`src/design/arpc_pkg.sv`:
```
// ----------------------------------------------------------------------------
// arpc_pkg
// Types and constants shared by the ARP frame sanity classifier.
// ----------------------------------------------------------------------------
package arpc_pkg;

   localparam logic [31:0] VLAN_ID_MASK  = 32'h0000_0FFF;
   localparam logic [15:0] ETYPE_ARP     = 16'h0806;
   localparam logic [15:0] ETYPE_RARP    = 16'h8035;
   localparam logic [15:0] ETYPE_IPV4    = 16'h0800;
   localparam logic [15:0] ETYPE_TRAILER = 16'h1000;
   localparam logic [15:0] HW_ETHER      = 16'd1;
   localparam logic [15:0] HW_IEEE802    = 16'd6;
   localparam logic [7:0]  MAC_ADDR_LEN  = 8'd6;
   localparam logic [7:0]  IP_ADDR_LEN   = 8'd4;
   localparam logic [15:0] OP_REQ        = 16'd1;
   localparam logic [15:0] OP_REP        = 16'd2;
   localparam logic [15:0] OP_RREQ       = 16'd3;
   localparam logic [15:0] OP_RREP       = 16'd4;

   typedef enum logic [3:0] {
      V_OK        = 4'd0,
      V_SHORT     = 4'd1,
      V_BADHW     = 4'd2,
      V_BADPROTO  = 4'd3,
      V_BADLEN    = 4'd4,
      V_WRONGOP   = 4'd5,
      V_RARPREQ   = 4'd6,
      V_WRONGRARP = 4'd7,
      V_BADTYPE   = 4'd8,
      V_BOGON     = 4'd9,
      V_BCAST     = 4'd10,
      V_MISMATCH  = 4'd11
   } verdict_type;

   typedef enum logic [2:0] {
      CSR_BOGON_CHECK_OFF = 3'd0,
      CSR_LOCAL_NET       = 3'd1,
      CSR_LOCAL_MASK      = 3'd2,
      CSR_EXTRA_NET_COUNT = 3'd3,
      CSR_EXTRA_NET_A     = 3'd4,
      CSR_EXTRA_MASK_A    = 3'd5,
      CSR_EXTRA_NET_B     = 3'd6,
      CSR_EXTRA_MASK_B    = 3'd7
   } csr_index_type;

   typedef struct packed {
      logic [15:0] frame_length;
      logic [15:0] inner_etype;
      logic [31:0] vlan_tag;
      logic [15:0] hw_type;
      logic [15:0] proto_type;
      logic [7:0]  hw_addr_len;
      logic [7:0]  proto_addr_len;
      logic [15:0] arp_opcode;
      logic [47:0] frame_src_mac;
      logic [47:0] sender_mac;
      logic [31:0] sender_ip;
   } req_type;

   typedef struct packed {
      verdict_type verdict;
      logic [11:0] vlan_id;
      logic [31:0] ip_out;
      logic [47:0] mac_out;
   } rsp_type;

   typedef struct packed {
      logic        bogon_check_off;
      logic [31:0] local_net;
      logic [31:0] local_mask;
      logic [1:0]  extra_net_count;
      logic [31:0] extra_net_a;
      logic [31:0] extra_mask_a;
      logic [31:0] extra_net_b;
      logic [31:0] extra_mask_b;
   } net_cfg_type;

   // raw check outcomes, resolved by priority in the next stage
   typedef struct packed {
      logic frame_short;
      logic bad_hw;
      logic bad_proto;
      logic bad_len;
      logic is_arp;
      logic is_rarp;
      logic arp_op_ok;
      logic rarp_req;
      logic rarp_op_ok;
      logic bogon;
      logic bcast;
      logic mismatch;
   } check_flags_type;

   typedef struct packed {
      logic [11:0] vlan_id;
      logic [31:0] ip;
      logic [47:0] mac;
   } pass_type;

endpackage

```
`src/design/arpc_check.sv`:
```
// ----------------------------------------------------------------------------
// arpc_check
// Evaluates every header check in parallel and registers the flag set.
// ----------------------------------------------------------------------------
module arpc_check #(
   parameter int MIN_FRAME_BYTES = 46
) (
   input  logic                       clock,
   input  logic                       reset,
   input  logic                       in_valid,
   output logic                       in_ready,
   input  arpc_pkg::req_type          in_req,
   input  arpc_pkg::net_cfg_type      cfg,
   output logic                       out_valid,
   input  logic                       out_ready,
   output arpc_pkg::check_flags_type  out_flags,
   output arpc_pkg::pass_type         out_pass
);
   import arpc_pkg::*;

   logic            valid_ff;
   check_flags_type flags_ff;
   check_flags_type flags_in;
   pass_type        pass_ff;
   pass_type        pass_in;
   logic            load;
   logic            in_local;
   logic            in_extra_a;
   logic            in_extra_b;
   logic            mac_src_special;
   logic            mac_snd_special;

   assign in_ready = !valid_ff || out_ready;
   assign load     = in_valid && in_ready;

   always_comb begin
      in_local   = (in_req.sender_ip & cfg.local_mask) == cfg.local_net;
      // a count of three saturates to two
      in_extra_a = (cfg.extra_net_count != 2'd0) &&
                   ((in_req.sender_ip & cfg.extra_mask_a) == cfg.extra_net_a);
      in_extra_b = cfg.extra_net_count[1] &&
                   ((in_req.sender_ip & cfg.extra_mask_b) == cfg.extra_net_b);
      mac_src_special = (in_req.frame_src_mac == '0) || (in_req.frame_src_mac == '1);
      mac_snd_special = (in_req.sender_mac == '0) || (in_req.sender_mac == '1);

      flags_in.frame_short = in_req.frame_length < 16'(MIN_FRAME_BYTES);
      flags_in.bad_hw      = (in_req.hw_type != HW_ETHER) && (in_req.hw_type != HW_IEEE802);
      flags_in.bad_proto   = (in_req.proto_type != ETYPE_IPV4) &&
                             (in_req.proto_type != ETYPE_TRAILER);
      flags_in.bad_len     = (in_req.hw_addr_len != MAC_ADDR_LEN) ||
                             (in_req.proto_addr_len != IP_ADDR_LEN);
      flags_in.is_arp      = in_req.inner_etype == ETYPE_ARP;
      flags_in.is_rarp     = in_req.inner_etype == ETYPE_RARP;
      flags_in.arp_op_ok   = (in_req.arp_opcode == OP_REQ) || (in_req.arp_opcode == OP_REP);
      flags_in.rarp_req    = in_req.arp_opcode == OP_RREQ;
      flags_in.rarp_op_ok  = in_req.arp_opcode == OP_RREP;
      flags_in.bogon       = !cfg.bogon_check_off && !in_local && !in_extra_a && !in_extra_b;
      flags_in.bcast       = mac_src_special || mac_snd_special;
      flags_in.mismatch    = in_req.frame_src_mac != in_req.sender_mac;

      pass_in.vlan_id = 12'(in_req.vlan_tag & VLAN_ID_MASK);
      pass_in.ip      = in_req.sender_ip;
      pass_in.mac     = in_req.frame_src_mac;
   end

   always_ff @(posedge clock) begin
      if (reset) begin
         valid_ff <= 1'b0;
      end else if (in_ready) begin
         valid_ff <= in_valid;
      end
   end

   always_ff @(posedge clock) begin
      if (load) begin
         flags_ff <= flags_in;
         pass_ff  <= pass_in;
      end
   end

   assign out_valid = valid_ff;
   assign out_flags = flags_ff;
   assign out_pass  = pass_ff;

endmodule

```
`src/design/arpc_resolve.sv`:
```
// ----------------------------------------------------------------------------
// arpc_resolve
// Priority-encodes the check flags into one verdict; output register stage.
// ----------------------------------------------------------------------------
module arpc_resolve (
   input  logic                       clock,
   input  logic                       reset,
   input  logic                       in_valid,
   output logic                       in_ready,
   input  arpc_pkg::check_flags_type  in_flags,
   input  arpc_pkg::pass_type         in_pass,
   output logic                       out_valid,
   input  logic                       out_ready,
   output arpc_pkg::rsp_type          out_rsp
);
   import arpc_pkg::*;

   logic        valid_ff;
   rsp_type     rsp_ff;
   rsp_type     rsp_in;
   verdict_type tail;
   logic        load;

   assign in_ready = !valid_ff || out_ready;
   assign load     = in_valid && in_ready;

   always_comb begin
      // checks that follow a valid opcode
      if (in_flags.bogon) begin
         tail = V_BOGON;
      end else if (in_flags.bcast) begin
         tail = V_BCAST;
      end else if (in_flags.mismatch) begin
         tail = V_MISMATCH;
      end else begin
         tail = V_OK;
      end

      if (in_flags.frame_short) begin
         rsp_in.verdict = V_SHORT;
      end else if (in_flags.bad_hw) begin
         rsp_in.verdict = V_BADHW;
      end else if (in_flags.bad_proto) begin
         rsp_in.verdict = V_BADPROTO;
      end else if (in_flags.bad_len) begin
         rsp_in.verdict = V_BADLEN;
      end else if (in_flags.is_arp) begin
         rsp_in.verdict = in_flags.arp_op_ok ? tail : V_WRONGOP;
      end else if (in_flags.is_rarp) begin
         if (in_flags.rarp_req) begin
            rsp_in.verdict = V_RARPREQ;
         end else if (!in_flags.rarp_op_ok) begin
            rsp_in.verdict = V_WRONGRARP;
         end else begin
            rsp_in.verdict = tail;
         end
      end else begin
         rsp_in.verdict = V_BADTYPE;
      end

      rsp_in.vlan_id = in_pass.vlan_id;
      rsp_in.ip_out  = in_pass.ip;
      rsp_in.mac_out = in_pass.mac;
   end

   always_ff @(posedge clock) begin
      if (reset) begin
         valid_ff <= 1'b0;
      end else if (in_ready) begin
         valid_ff <= in_valid;
      end
   end

   always_ff @(posedge clock) begin
      if (load) begin
         rsp_ff <= rsp_in;
      end
   end

   assign out_valid = valid_ff;
   assign out_rsp   = rsp_ff;

endmodule

```
`src/design/arp_frame_sanity_classifier.sv`:
```
// ----------------------------------------------------------------------------
// arp_frame_sanity_classifier
// Per-frame sanity verdict for parsed VLAN-tagged ARP/RARP headers.
// ----------------------------------------------------------------------------
// Takes one frame header per cycle while the output is not stalled and returns
// one verdict per frame, in order, with the VLAN id, sender IP and source MAC
// passed along. There are three register stages: an input register, a stage
// that runs all field and subnet compares in parallel, and a stage that
// resolves them by priority into the output register. Each stage holds when
// the next one is full and stalled, so sustained throughput is one frame per
// clock while rsp_ready stays high.
// The net registers are written through the csr port (always ready) and must
// only change while no frame is in flight.
module arp_frame_sanity_classifier #(
   parameter int MIN_FRAME_BYTES = 46
) (
   input  logic                    clock,
   input  logic                    reset,
   input  logic                    req_valid,
   output logic                    req_ready,
   input  arpc_pkg::req_type       req_data,
   output logic                    rsp_valid,
   input  logic                    rsp_ready,
   output arpc_pkg::rsp_type       rsp_data,
   input  logic                    csr_valid,
   output logic                    csr_ready,
   input  arpc_pkg::csr_index_type csr_index,
   input  logic [31:0]             csr_wdata
);
   import arpc_pkg::*;

   net_cfg_type     cfg_ff;
   net_cfg_type     cfg_in;
   logic            in_valid_ff;
   req_type         in_req_ff;
   logic            chk_in_ready;
   logic            chk_valid;
   logic            chk_ready;
   check_flags_type chk_flags;
   pass_type        chk_pass;

   // configuration registers
   assign csr_ready = 1'b1;

   always_comb begin
      cfg_in = cfg_ff;
      if (csr_valid) begin
         case (csr_index)
            CSR_BOGON_CHECK_OFF: cfg_in.bogon_check_off = csr_wdata[0];
            CSR_LOCAL_NET:       cfg_in.local_net       = csr_wdata;
            CSR_LOCAL_MASK:      cfg_in.local_mask      = csr_wdata;
            CSR_EXTRA_NET_COUNT: cfg_in.extra_net_count = csr_wdata[1:0];
            CSR_EXTRA_NET_A:     cfg_in.extra_net_a     = csr_wdata;
            CSR_EXTRA_MASK_A:    cfg_in.extra_mask_a    = csr_wdata;
            CSR_EXTRA_NET_B:     cfg_in.extra_net_b     = csr_wdata;
            CSR_EXTRA_MASK_B:    cfg_in.extra_mask_b    = csr_wdata;
            default:             cfg_in = cfg_ff;
         endcase
      end
   end

   always_ff @(posedge clock) begin
      if (reset) begin
         cfg_ff <= '0;
      end else begin
         cfg_ff <= cfg_in;
      end
   end

   // input register stage
   assign req_ready = !in_valid_ff || chk_in_ready;

   always_ff @(posedge clock) begin
      if (reset) begin
         in_valid_ff <= 1'b0;
      end else if (req_ready) begin
         in_valid_ff <= req_valid;
      end
   end

   always_ff @(posedge clock) begin
      if (req_valid && req_ready) begin
         in_req_ff <= req_data;
      end
   end

   arpc_check #(
      .MIN_FRAME_BYTES (MIN_FRAME_BYTES)
   ) u_check (
      .clock     (clock),
      .reset     (reset),
      .in_valid  (in_valid_ff),
      .in_ready  (chk_in_ready),
      .in_req    (in_req_ff),
      .cfg       (cfg_ff),
      .out_valid (chk_valid),
      .out_ready (chk_ready),
      .out_flags (chk_flags),
      .out_pass  (chk_pass)
   );

   arpc_resolve u_resolve (
      .clock     (clock),
      .reset     (reset),
      .in_valid  (chk_valid),
      .in_ready  (chk_ready),
      .in_flags  (chk_flags),
      .in_pass   (chk_pass),
      .out_valid (rsp_valid),
      .out_ready (rsp_ready),
      .out_rsp   (rsp_data)
   );

   // backpressure only reaches the input when every stage is full and stalled
   a_ready_chain: assert property (@(posedge clock) disable iff (reset)
      !req_ready |-> (in_valid_ff && chk_valid && rsp_valid && !rsp_ready))
      else $error("req_ready low while pipeline has room");

   // a drained pipeline emits nothing next cycle
   a_no_phantom: assert property (@(posedge clock) disable iff (reset)
      (!in_valid_ff && !chk_valid && (!rsp_valid || rsp_ready)) |=> !rsp_valid)
      else $error("rsp_valid without a frame in flight");

   // short frames win over every other check
   a_short_first: assert property (@(posedge clock) disable iff (reset)
      (chk_valid && chk_ready && chk_flags.frame_short) |=>
         (rsp_valid && rsp_data.verdict == V_SHORT))
      else $error("short frame not reported as short");

   // a transfer into the resolve stage lands in the output register
   a_pass_vlan: assert property (@(posedge clock) disable iff (reset)
      (chk_valid && chk_ready) |=> (rsp_data.vlan_id == $past(chk_pass.vlan_id)))
      else $error("vlan id lost in resolve stage");

endmodule

```
`config.mk`:
```
export PLATFORM = sky130hd
export DESIGN_NAME = arp_frame_sanity_classifier
export DESIGN_NICKNAME = d
export VERILOG_FILES = /design/src/design/arpc_pkg.sv /design/src/design/arpc_check.sv /design/src/design/arpc_resolve.sv /design/src/design/arp_frame_sanity_classifier.sv
export SDC_FILE = /design/constraint.sdc
export NUM_CORES = 1
export LEC_CHECK = 0
export BUFFER_PORTS_ARGS = -buffer_cell sky130_fd_sc_hd__buf_2
export CAP_MARGIN = 20
export CORE_UTILIZATION = 30
export CTS_CLUSTER_DIAMETER = 200
export DETAILED_ROUTE_END_ITERATION = 8
export PLACE_DENSITY = 0.6
export SKIP_LAST_GASP = 1
export SLEW_MARGIN = 5
export SYNTH_ARGS = -nofsm -noshare
export SYNTH_HDL_FRONTEND = slang
export SYNTH_SLANG_ARGS = --single-unit
```
`constraint.sdc`:
```
create_clock -name clock -period 41.7 [get_ports clock]
set_clock_uncertainty 0.2 [all_clocks]
set_input_delay 4.17 -clock clock [delete_from_list [all_inputs] [get_ports clock]]
set_output_delay 4.17 -clock clock [all_outputs]
set_load 0.1 [all_outputs]
```
==> run metrics, run 1 <==
Crit Path Max Fanout=6; Residual DRC=0; port bufs=372; Synth warnings=0; Worst slew margin=27.7%; Max VDD drop=0.0336 mV; Pwr per Cell Area=51.1 nW/µm²; routability cong.=0.886; setup_tns=0 ns; initial antenna violation count=13; vias=14,900; FF-to-FF setup slack=38.03 ns; top cells by area, synth=edfxtp_1 58%, dfxtp_1 17%, nand2_1 8.1%; final hold slack=0.211 ns; Die ar.=76,700 µm²; H-Tree Depth=3; fin crit period=9.81 ns; worst slew pin tran=1.08 ns; wire per inst=19.3 µm; CTS tree=done; Critical Path RT=37.33 ns; final hold viol count=0; syn avg cell area=13.0 µm²; core area=74,700 µm²; Final ANT Viol Nets=0; Hold Path Class=reg2reg; R2R cell count=4; initial drt markers=1,192; die width=277 µm; CP most frequent cell=buf_2; Worst setup EP type=output port; area occupied by multi-input gates=5410 µm²; DP Wirelength=42,200 µm; Post-CTS Setup Bufs=0; flops & latches, synth=633; Hold Crit Depth=0; # clock sinks=633; Post-CTS Resized=0; total area of sequential cells=17,000 µm²; worst-case clock buffer depth=3; most frequent cells in the layout=488 x nand2_1, 435 x edfxtp_1, 371 x buf_2, 204 x a21oi_1, 198 x dfxtp_1; # fillers=7,103; share of the synthesized area in the top cell type=57.6%; Clock transition at path regs=0.06 ns; # hold bufs at CTS=0; fin crit share=23.5%; Synth async-reset ratio=0%; gr busiest metal=met2; I/O pins=395; Synth Net Count=2,039; MaxCap Viol Count=0; DP Worst Slack=31.88 ns; Post-synth EDFFs=435; nets@finish=2,446; worst flop-to-flop path startpoint=u_resolve.out_valid; RSZ-0062 raised after global routing=false; grt met1 use=20.4%; Critical R2R Capture=in_req_ff[53]; CP Data Arrival Time=5.44 ns; layout cells sized above 1=23.2%; max-slew violations=0; Synth Flop Type=edfxtp_1; met3 global-route usage=3.15%; Cell Area, Synth=22,700 µm²; row cnt=100; area grow syn2layout=23.8%; Num CTS Buffers=72; worst hold start=u_check.out_pass[9]; initial core utilization=30.4%; P_leak=0.00968 µW; CP Launch Type=input pin; CP max-delay cell=nor2b_1; slowest stage delay, CP=0.58 ns; die height=277 µm; Final WS setup=31.89 ns; critical path class=in2out; largest net degree at the start of global routing=118; commonest non-fill, non-tap cell in the layout=nand2_1; Clock Tree Root=clkbuf_16; met2 Use GR=25.6%; area leader, netlist=edfxtp_1; Fmax=102 MHz; All-Layer GR Usage=15.7%; WL final=61,300 µm; global-route wire length before repair=91,600 µm; vias in the first global route=15,100; Synth Instances=1,743; Yosys cell types=39; worst hold endpoint=u_resolve.out_rsp[9]; Clock Latency Late Sink=0.61 ns; Final setup viols=0; DR pass1 iterations=5; Seq/Total Area, Yosys=75.0%; worst-path cell chain=buf_2 -> nor2b_1 -> nand3_1 -> buf_2; total grt overflow=0; DR vias/cell=4.70; status=finished, final reports clean
==> power breakdown <==
| part | internal [µW] | switching [µW] |
|---|---|---|
| Combinational | 25.2 | 56.6 |
| Clock | 369 | 257 |
| Sequential | 706 | 21.3 |
==> final cells by class <==
type / count / share of cell area (%)
inverters: 3 / 0.0401
flip-flops and latches: 633 / 60.6
multi-input cells: 1044 / 19.3
diodes: 4 / 0.0356
well taps: 969 / 4.32
clock buffers: 92 / 6.87
clock inverters: 41 / 1.48
repair buffers: 396 / 7.35
==> worst max-delay path by stage <==
stage	startpoint	depth (start not counted)	slack, ns	to
after floorplan	rsp_ready	2	24.60	in_req_ff[0]
after global placement	rsp_ready	4	31.95	req_ready
after detailed placement	rsp_ready	4	31.88	req_ready
after CTS	rsp_ready	4	31.87	req_ready
after global routing	rsp_ready	4	31.76	req_ready
final	rsp_ready	4	31.89	req_ready
==> stage by stage <==
step	util [%]	total power, µW	instance area, µm²	cells
after CTS	37.5	1450	28000	3176
after global placement	34.4	820	25700	3043
after global routing	37.6	1490	28100	3182
after detailed placement	34.4	823	25700	3043
after floorplan	-	789	22700	1743
final	37.6	1440	28100	3182
==> state kept, by name, summed over array words and instances, names as in the netlist <==
name	flops
u_check.out_pass	92
u_check.out_valid	1
u_resolve.out_rsp	96
u_check.out_flags	12
in_req_ff	235
u_resolve.out_valid	1
cfg_ff	195
in_valid_ff	1
==> critical path, delay by kind of cell <==
family	cells	cell delay (ns)
buffers and inverters	2	0.46
AND/OR/NAND/NOR	2	0.82
==> synthesized netlist by cell type (5+ instances only) <==
| cell type | number |
|---|---|
| xnor2_1 | 105 |
| nor4_1 | 60 |
| dfxtp_1 | 198 |
| nor2_1 | 23 |
| nor4b_1 | 6 |
| buf_2 | 21 |
| xor2_1 | 34 |
| clkbuf_1 | 38 |
| nand2_1 | 489 |
| nand2b_1 | 7 |
| nand3_1 | 10 |
| nor2b_1 | 5 |
| edfxtp_1 | 435 |
| nor3_1 | 15 |
| a21oi_1 | 204 |
| nand4_1 | 58 |
==> logic make-up (layout without fill, tap and decap cells) <==
kind of cell / after synthesis / count (layout) / share of synthesized area [%]
other cells: 1 / 5 / 0.0165
xor+xnor: 139 / 139 / 5.37
compound gates: 220 / 220 / 5.00
buf+inv: 66 / 532 / 1.32
simple gates: 681 / 681 / 13.1
flops: 633 / 633 / 75.0
mux: 3 / 3 / 0.132
==> routing by layer <==
layer  share of wire, %  wire length, µm
met5              0.083               51
met4                3.5             2150
met3                5.9             3620
met2                 48            29400
met1                 43            26100
(Power assumes the default switching activity.)
==> inputs of run 2 (changes only) <==
--- a/config.mk
+++ b/config.mk
@@ -10,7 +10,7 @@
 export CORE_UTILIZATION = 30
 export CTS_CLUSTER_DIAMETER = 200
 export DETAILED_ROUTE_END_ITERATION = 8
-export PLACE_DENSITY = 0.6
+export PLACE_DENSITY = 0.62
 export SKIP_LAST_GASP = 1
 export SLEW_MARGIN = 5
 export SYNTH_ARGS = -nofsm -noshare
==> constraint.sdc (replaced) <==
create_clock -name clock -period 8.27 [get_ports clock]
set_clock_uncertainty 0.2 [all_clocks]
set_input_delay 0.827 -clock clock [delete_from_list [all_inputs] [get_ports clock]]
set_output_delay 0.827 -clock clock [all_outputs]
set_load 0.1 [all_outputs]
==> run 2 against run 1 <==
  * Core utilization barely moved
  * Cell count barely moved
  * Combinational power rose to 5.0 times the previous value
  * Critical path depth fell by 1
  * Worst hold slack got worse by 0.033 ns
  * Largest power group unchanged
  * Highest routed layer unchanged
==> run metrics, run 2 (synthesized netlist as in run 1, its figures left out) <==
design area=28,100 µm²; Die ar.=76,700 µm²; Worst slew margin=28.8%; status=finished, final reports clean; worst slew pin tran=1.07 ns; DR pass1 iterations=5; max reg flops=235; die height=277 µm; post-layout util=37.6%; Worst setup EP type=output port; H-Tree Depth=3; Hold Crit Depth=1; R2R cell count=4; DP Wirelength=41,700 µm; Pwr per Cell Area=259 nW/µm²; layout cells sized above 1=22.9%; Post-CTS Resized=0; Final ANT Viol Nets=0; All-Layer GR Usage=15.5%; Critical Path RT=7.24 ns; die width=277 µm; MaxCap Viol Count=0; core area=74,700 µm²; vias in the first global route=15,000; area grow syn2layout=23.9%; CP Launch Type=register; Crit Path Max Fanout=6; total grt overflow=0; RSZ-0062 raised after global routing=false; initial core utilization=30.4%; worst-case clock buffer depth=3; Max VDD drop=0.171 mV; WL final=60,800 µm; # fillers=7,052; global-route wire length before repair=89,800 µm; max-slew violations=0; fin crit period=3.10 ns; Hold Path Class=in2reg; most frequent cells in the layout=489 x nand2_1, 435 x edfxtp_1, 371 x buf_2, 204 x a21oi_1, 198 x dfxtp_1; Post-CTS Setup Bufs=0; row cnt=100; nets@finish=2,443; critical path class=reg2out; Cell Area, Placed=25,700 µm²; # clock sinks=633; port bufs=372; CTS tree=done; DP Worst Slack=4.69 ns; routability cong.=0.884; final hold viol count=0; Residual DRC=0; Clock Latency Late Sink=0.62 ns; # hold bufs at CTS=0; setup_tns=0 ns; fin crit share=37.5%; Num CTS Buffers=73; P_leak=0.00968 µW; commonest non-fill, non-tap cell in the layout=nand2_1; Most flops, register=in_req_ff; Clock transition at path regs=0.06 ns; vias=15,000; wire per inst=19.1 µm; initial antenna violation count=18; Fmax=322 MHz; CP Data Arrival Time=2.08 ns; Clock Tree Root=clkbuf_16; I/O pins=395; DR vias/cell=4.71; Final setup viols=0; initial drt markers=1,192; largest net degree at the start of global routing=102; Final WS setup=5.17 ns
-- run 2: critical path: stages (launching register included) --
cell and delay (ns):
dfxtp_1 0.32, nor2b_1 0.60, nand3_1 0.22, buf_2 0.34
-- run 2: where the power goes --
part	switching [µW]	total [µW]	internal [µW]
combinational	284	410	127
clock	1280	3210	1920
sequential	108	3670	3560
total	1680	7290	5610
-- run 2: final timing paths --
| check | startpoint | end | slack (ns) |
|---|---|---|---|
| hold reg to reg | u_check.out_pass[18] | u_resolve.out_rsp[18] | 0.20 |
| setup reg to reg | u_resolve.out_valid | in_req_ff[165] | 5.25 |
| setup / recovery | u_resolve.out_valid | req_ready | 5.17 |
| hold / removal | req_data[125] | in_req_ff[125] | 0.18 |
-- run 2: layout make-up --
type	instances	area, µm²	area share [%]
Antenna cell	10	25.0	0.0890
Clock buffer	108	2130	7.58
Clock inverter	22	264	0.939
Inverter	3	11.3	0.0401
Multi-Input combinational cell	1044	5410	19.2
Sequential cell	633	17000	60.6
Tap cell	969	1210	4.31
Timing Repair Buffer	392	2030	7.24
-- run 2: metal layers --
layer  up-vias  wire (µm)  GRT usage [%]  share of wire, %
li1       7033          -              -                 -
met1      7252      25200           19.6                41
met2       565      29700           25.7                49
met3       112       4210           3.51               6.9
met4         6       1670           6.13               2.7
met5         -         34              0             0.056
-- run 2: through the flow --
| stage | hold WS [ns] | total power, µW | cells |
|---|---|---|---|
| 5_1_grt | 0.146 | 7550 | 3178 |
| 3_3_place_gp | 0.201 | 4130 | 3040 |
| 2_1_floorplan | 0.200 | 3960 | 1743 |
| 6_report | 0.178 | 7290 | 3181 |
| 4_1_cts | 0.134 | 7380 | 3170 |
| 3_5_place_dp | 0.205 | 4150 | 3040 |
==> inputs of run 3 (changes only) <==
--- a/config.mk
+++ b/config.mk
@@ -5,12 +5,13 @@
 export SDC_FILE = /design/constraint.sdc
 export NUM_CORES = 1
 export LEC_CHECK = 0
+export ABC_AREA = 1
 export BUFFER_PORTS_ARGS = -buffer_cell sky130_fd_sc_hd__buf_2
 export CAP_MARGIN = 20
 export CORE_UTILIZATION = 30
 export CTS_CLUSTER_DIAMETER = 200
 export DETAILED_ROUTE_END_ITERATION = 8
-export PLACE_DENSITY = 0.62
+export PLACE_DENSITY = 0.6
 export SKIP_LAST_GASP = 1
 export SLEW_MARGIN = 5
 export SYNTH_ARGS = -nofsm -noshare
==> constraint.sdc (replaced) <==
create_clock -name clock -period 3.21 [get_ports clock]
set_clock_uncertainty 0.2 [all_clocks]
set_input_delay 0.321 -clock clock [delete_from_list [all_inputs] [get_ports clock]]
set_output_delay 0.321 -clock clock [all_outputs]
set_load 0.1 [all_outputs]
==> run 3 against run 2 <==
  * Register-to-register slack worse by 4.0 ns
  * Critical path depth is 4 higher
  * Design area is 14% higher
  * Power grew to 2.6 times the previous value
  * Clock power grew to 2.7 times the previous value
  * First-iteration DRC count is 15% lower
  * Highest routed layer unchanged
==> run metrics, run 3 <==
global-route wire length before repair=91,700 µm; most frequent cells in the layout=585 x nand2_1, 435 x edfxtp_1, 371 x buf_2, 275 x dlygate4sd3_1, 197 x dfxtp_1; Residual DRC=0; nets@finish=2,975; CTS tree=done; All-Layer GR Usage=15.1%; CP bufs+invs=4; setup_tns=0 ns; critical path class=in2out; met2 Use GR=25.2%; top cells by area, synth=edfxtp_1 55%, dfxtp_1 17%, nand2_1 9.4%; DR vias/cell=4.42; Hold Path Class=in2reg; Hold Crit Depth=2; Post-synth EDFFs=435; wire per inst=16.3 µm; initial core utilization=30.4%; largest net degree at the start of global routing=116; vias in the first global route=16,300; worst slew pin tran=0.791 ns; flops & latches, synth=633; grt met1 use=19.2%; sw frac=23.1%; sequential share of power=48.4%; DP Wirelength=39,200 µm; MaxCap Viol Count=0; # clock sinks=633; share of the synthesized area in the top cell type=55.4%; die width=282 µm; P_leak=0.0118 µW; max-slew violations=0; gr busiest metal=met2; Worst setup EP type=output port; initial antenna violation count=12; Critical Path RT=2.69 ns; die height=282 µm; Synth Flop Type=edfxtp_1; Clock Tree Root=clkbuf_16; final hold slack=0.212 ns; Final setup viols=0; Sw Pwr=4430 µW; Synth async-reset ratio=0%; Clock transition at path regs=0.06 ns; Post-CTS Setup Bufs=0; CP most frequent cell=buf_2; vias=16,700; Synth Net Count=2,296; Yosys cell types=38; Fmax=439 MHz; Die ar.=79,800 µm²; Synth Instances=2,000; slowest stage delay, CP=0.53 ns; most numerous cell in the Yosys netlist=nand2_1; commonest non-fill, non-tap cell in the layout=nand2_1; Most flops, register=in_req_ff; max reg flops=235; CP Launch Type=input pin; Tot Pwr=19,100 µW; Worst slew margin=47.2%; total grt overflow=0; FF-to-FF setup slack=1.25 ns; WL final=61,900 µm; Final ANT Viol Nets=0; initial drt markers=1,010; Num CTS Buffers=71; Comb power frac=6.9%; area grow syn2layout=35.3%; worst-path cell chain=dlygate4sd3_1 -> buf_2 -> inv_1 -> nand2_4 -> nor2_4 -> nand2_8 -> buf_2; worst-case clock buffer depth=3; status=finished, final reports clean; area leader, netlist=edfxtp_1; DR pass1 iterations=5; Clock Latency Late Sink=0.61 ns; worst hold start=req_data[4]; row cnt=102; synth cell count leaders=588 x nand2_1, 435 x edfxtp_1, 198 x dfxtp_1; fin crit period=2.28 ns; RSZ-0062 raised after global routing=false; Critical R2R Capture=in_req_ff[21]; R2R cell count=6; P_int=14,700 µW; H-Tree Depth=3; core area=77,600 µm²; met3 global-route usage=3.37%; Synth warnings=0; syn avg cell area=11.8 µm²; Max VDD drop=0.406 mV; port bufs=372; CP max-delay cell=dlygate4sd3_1; # fillers=7,267; Seq/Total Area, Yosys=72.2%; worst hold endpoint=in_req_ff[4]; I/O pins=395; Crit Path Max Fanout=3; fin crit share=70.9%; post-layout util=41.2%; clock share of power=44.6%; worst flop-to-flop path startpoint=u_check.out_valid; routability cong.=0.806; final hold viol count=0; CP Data Arrival Time=1.76 ns; CP delay by family, top=buffers and inverters; layout cells sized above 1=20.8%; Pwr per Cell Area=600 nW/µm²; Cell Area, Synth=23,600 µm²
## run 3: area by class of cell
cell class                      count  area [µm²]  share of cell area [%]
Sequential cell                   633       17000                    53.3
Multi-Input combinational cell   1201        5860                    18.4
Timing Repair Buffer              665        4840                    15.2
Clock buffer                       89        1970                    6.16
Tap cell                         1040        1300                    4.08
Clock inverter                     42         495                    1.55
Inverter                          107         412                    1.29
Antenna cell                        8        20.0                  0.0627
## run 3: routing by layer
| layer | routed length, µm | vias to the layer above |
|---|---|---|
| met1 | 27200 | 7851 |
| met2 | 29200 | 454 |
| li1 | - | 8289 |
| met5 | 94 | - |
| met4 | 1850 | 14 |
| met3 | 3550 | 120 |
## run 3: worst max-delay path by stage
stage / end / start / depth (start not counted)
after floorplan: in_req_ff[0] / u_resolve.out_valid / 5
after global placement: cfg_ff[4] / csr_index[2] / 6
after detailed placement: cfg_ff[7] / csr_index[2] / 6
after CTS: req_ready / rsp_ready / 7
after global routing: req_ready / rsp_ready / 7
final: req_ready / rsp_ready / 7
## run 3: cell families (layout without fill, tap and decap cells)
| group | count (synthesis) | count (layout) | synth area share, % |
|---|---|---|---|
| compound gates | 237 | 237 | 6.14 |
| xor+xnor | 57 | 57 | 2.12 |
| buf+inv | 166 | 903 | 3.21 |
| flops | 633 | 633 | 72.2 |
| other cells | 1 | 9 | 0.0159 |
| simple gates | 906 | 906 | 16.4 |
## run 3: timing repair
item	in CTS	in global routing
hold buffers	275	0
resized for setup	0	0
endpoints found under the hold margin	433	0
## run 3: power groups by stage
stage	Combinational (µW)	Clock, µW	Sequential (µW)
floorplan	414	0	9640
global placement	1040	0	9440
detailed placement	1050	0	9450
CTS	1330	8780	9270
global route	1440	9100	9310
finish	1330	8550	9270
## run 3: worst reg2reg max path, stage by stage, from the launching register on
cell and delay (ns):
dfxtp_1 0.29, inv_1 0.16, nor2_4 0.07, nand2_8 0.08, nand2_4 0.06, clkinvlp_4 0.11
buf_12 0.48
## run 3: through the flow
stage          setup slack, ns  std cells  area, µm²
2_1_floorplan            -1.97       2000      23600
3_3_place_gp              1.09       3371      26700
3_5_place_dp              1.05       3371      26700
4_1_cts                  0.925       3777      31900
5_1_grt                  0.862       3781      31900
6_report                 0.933       3785      31900
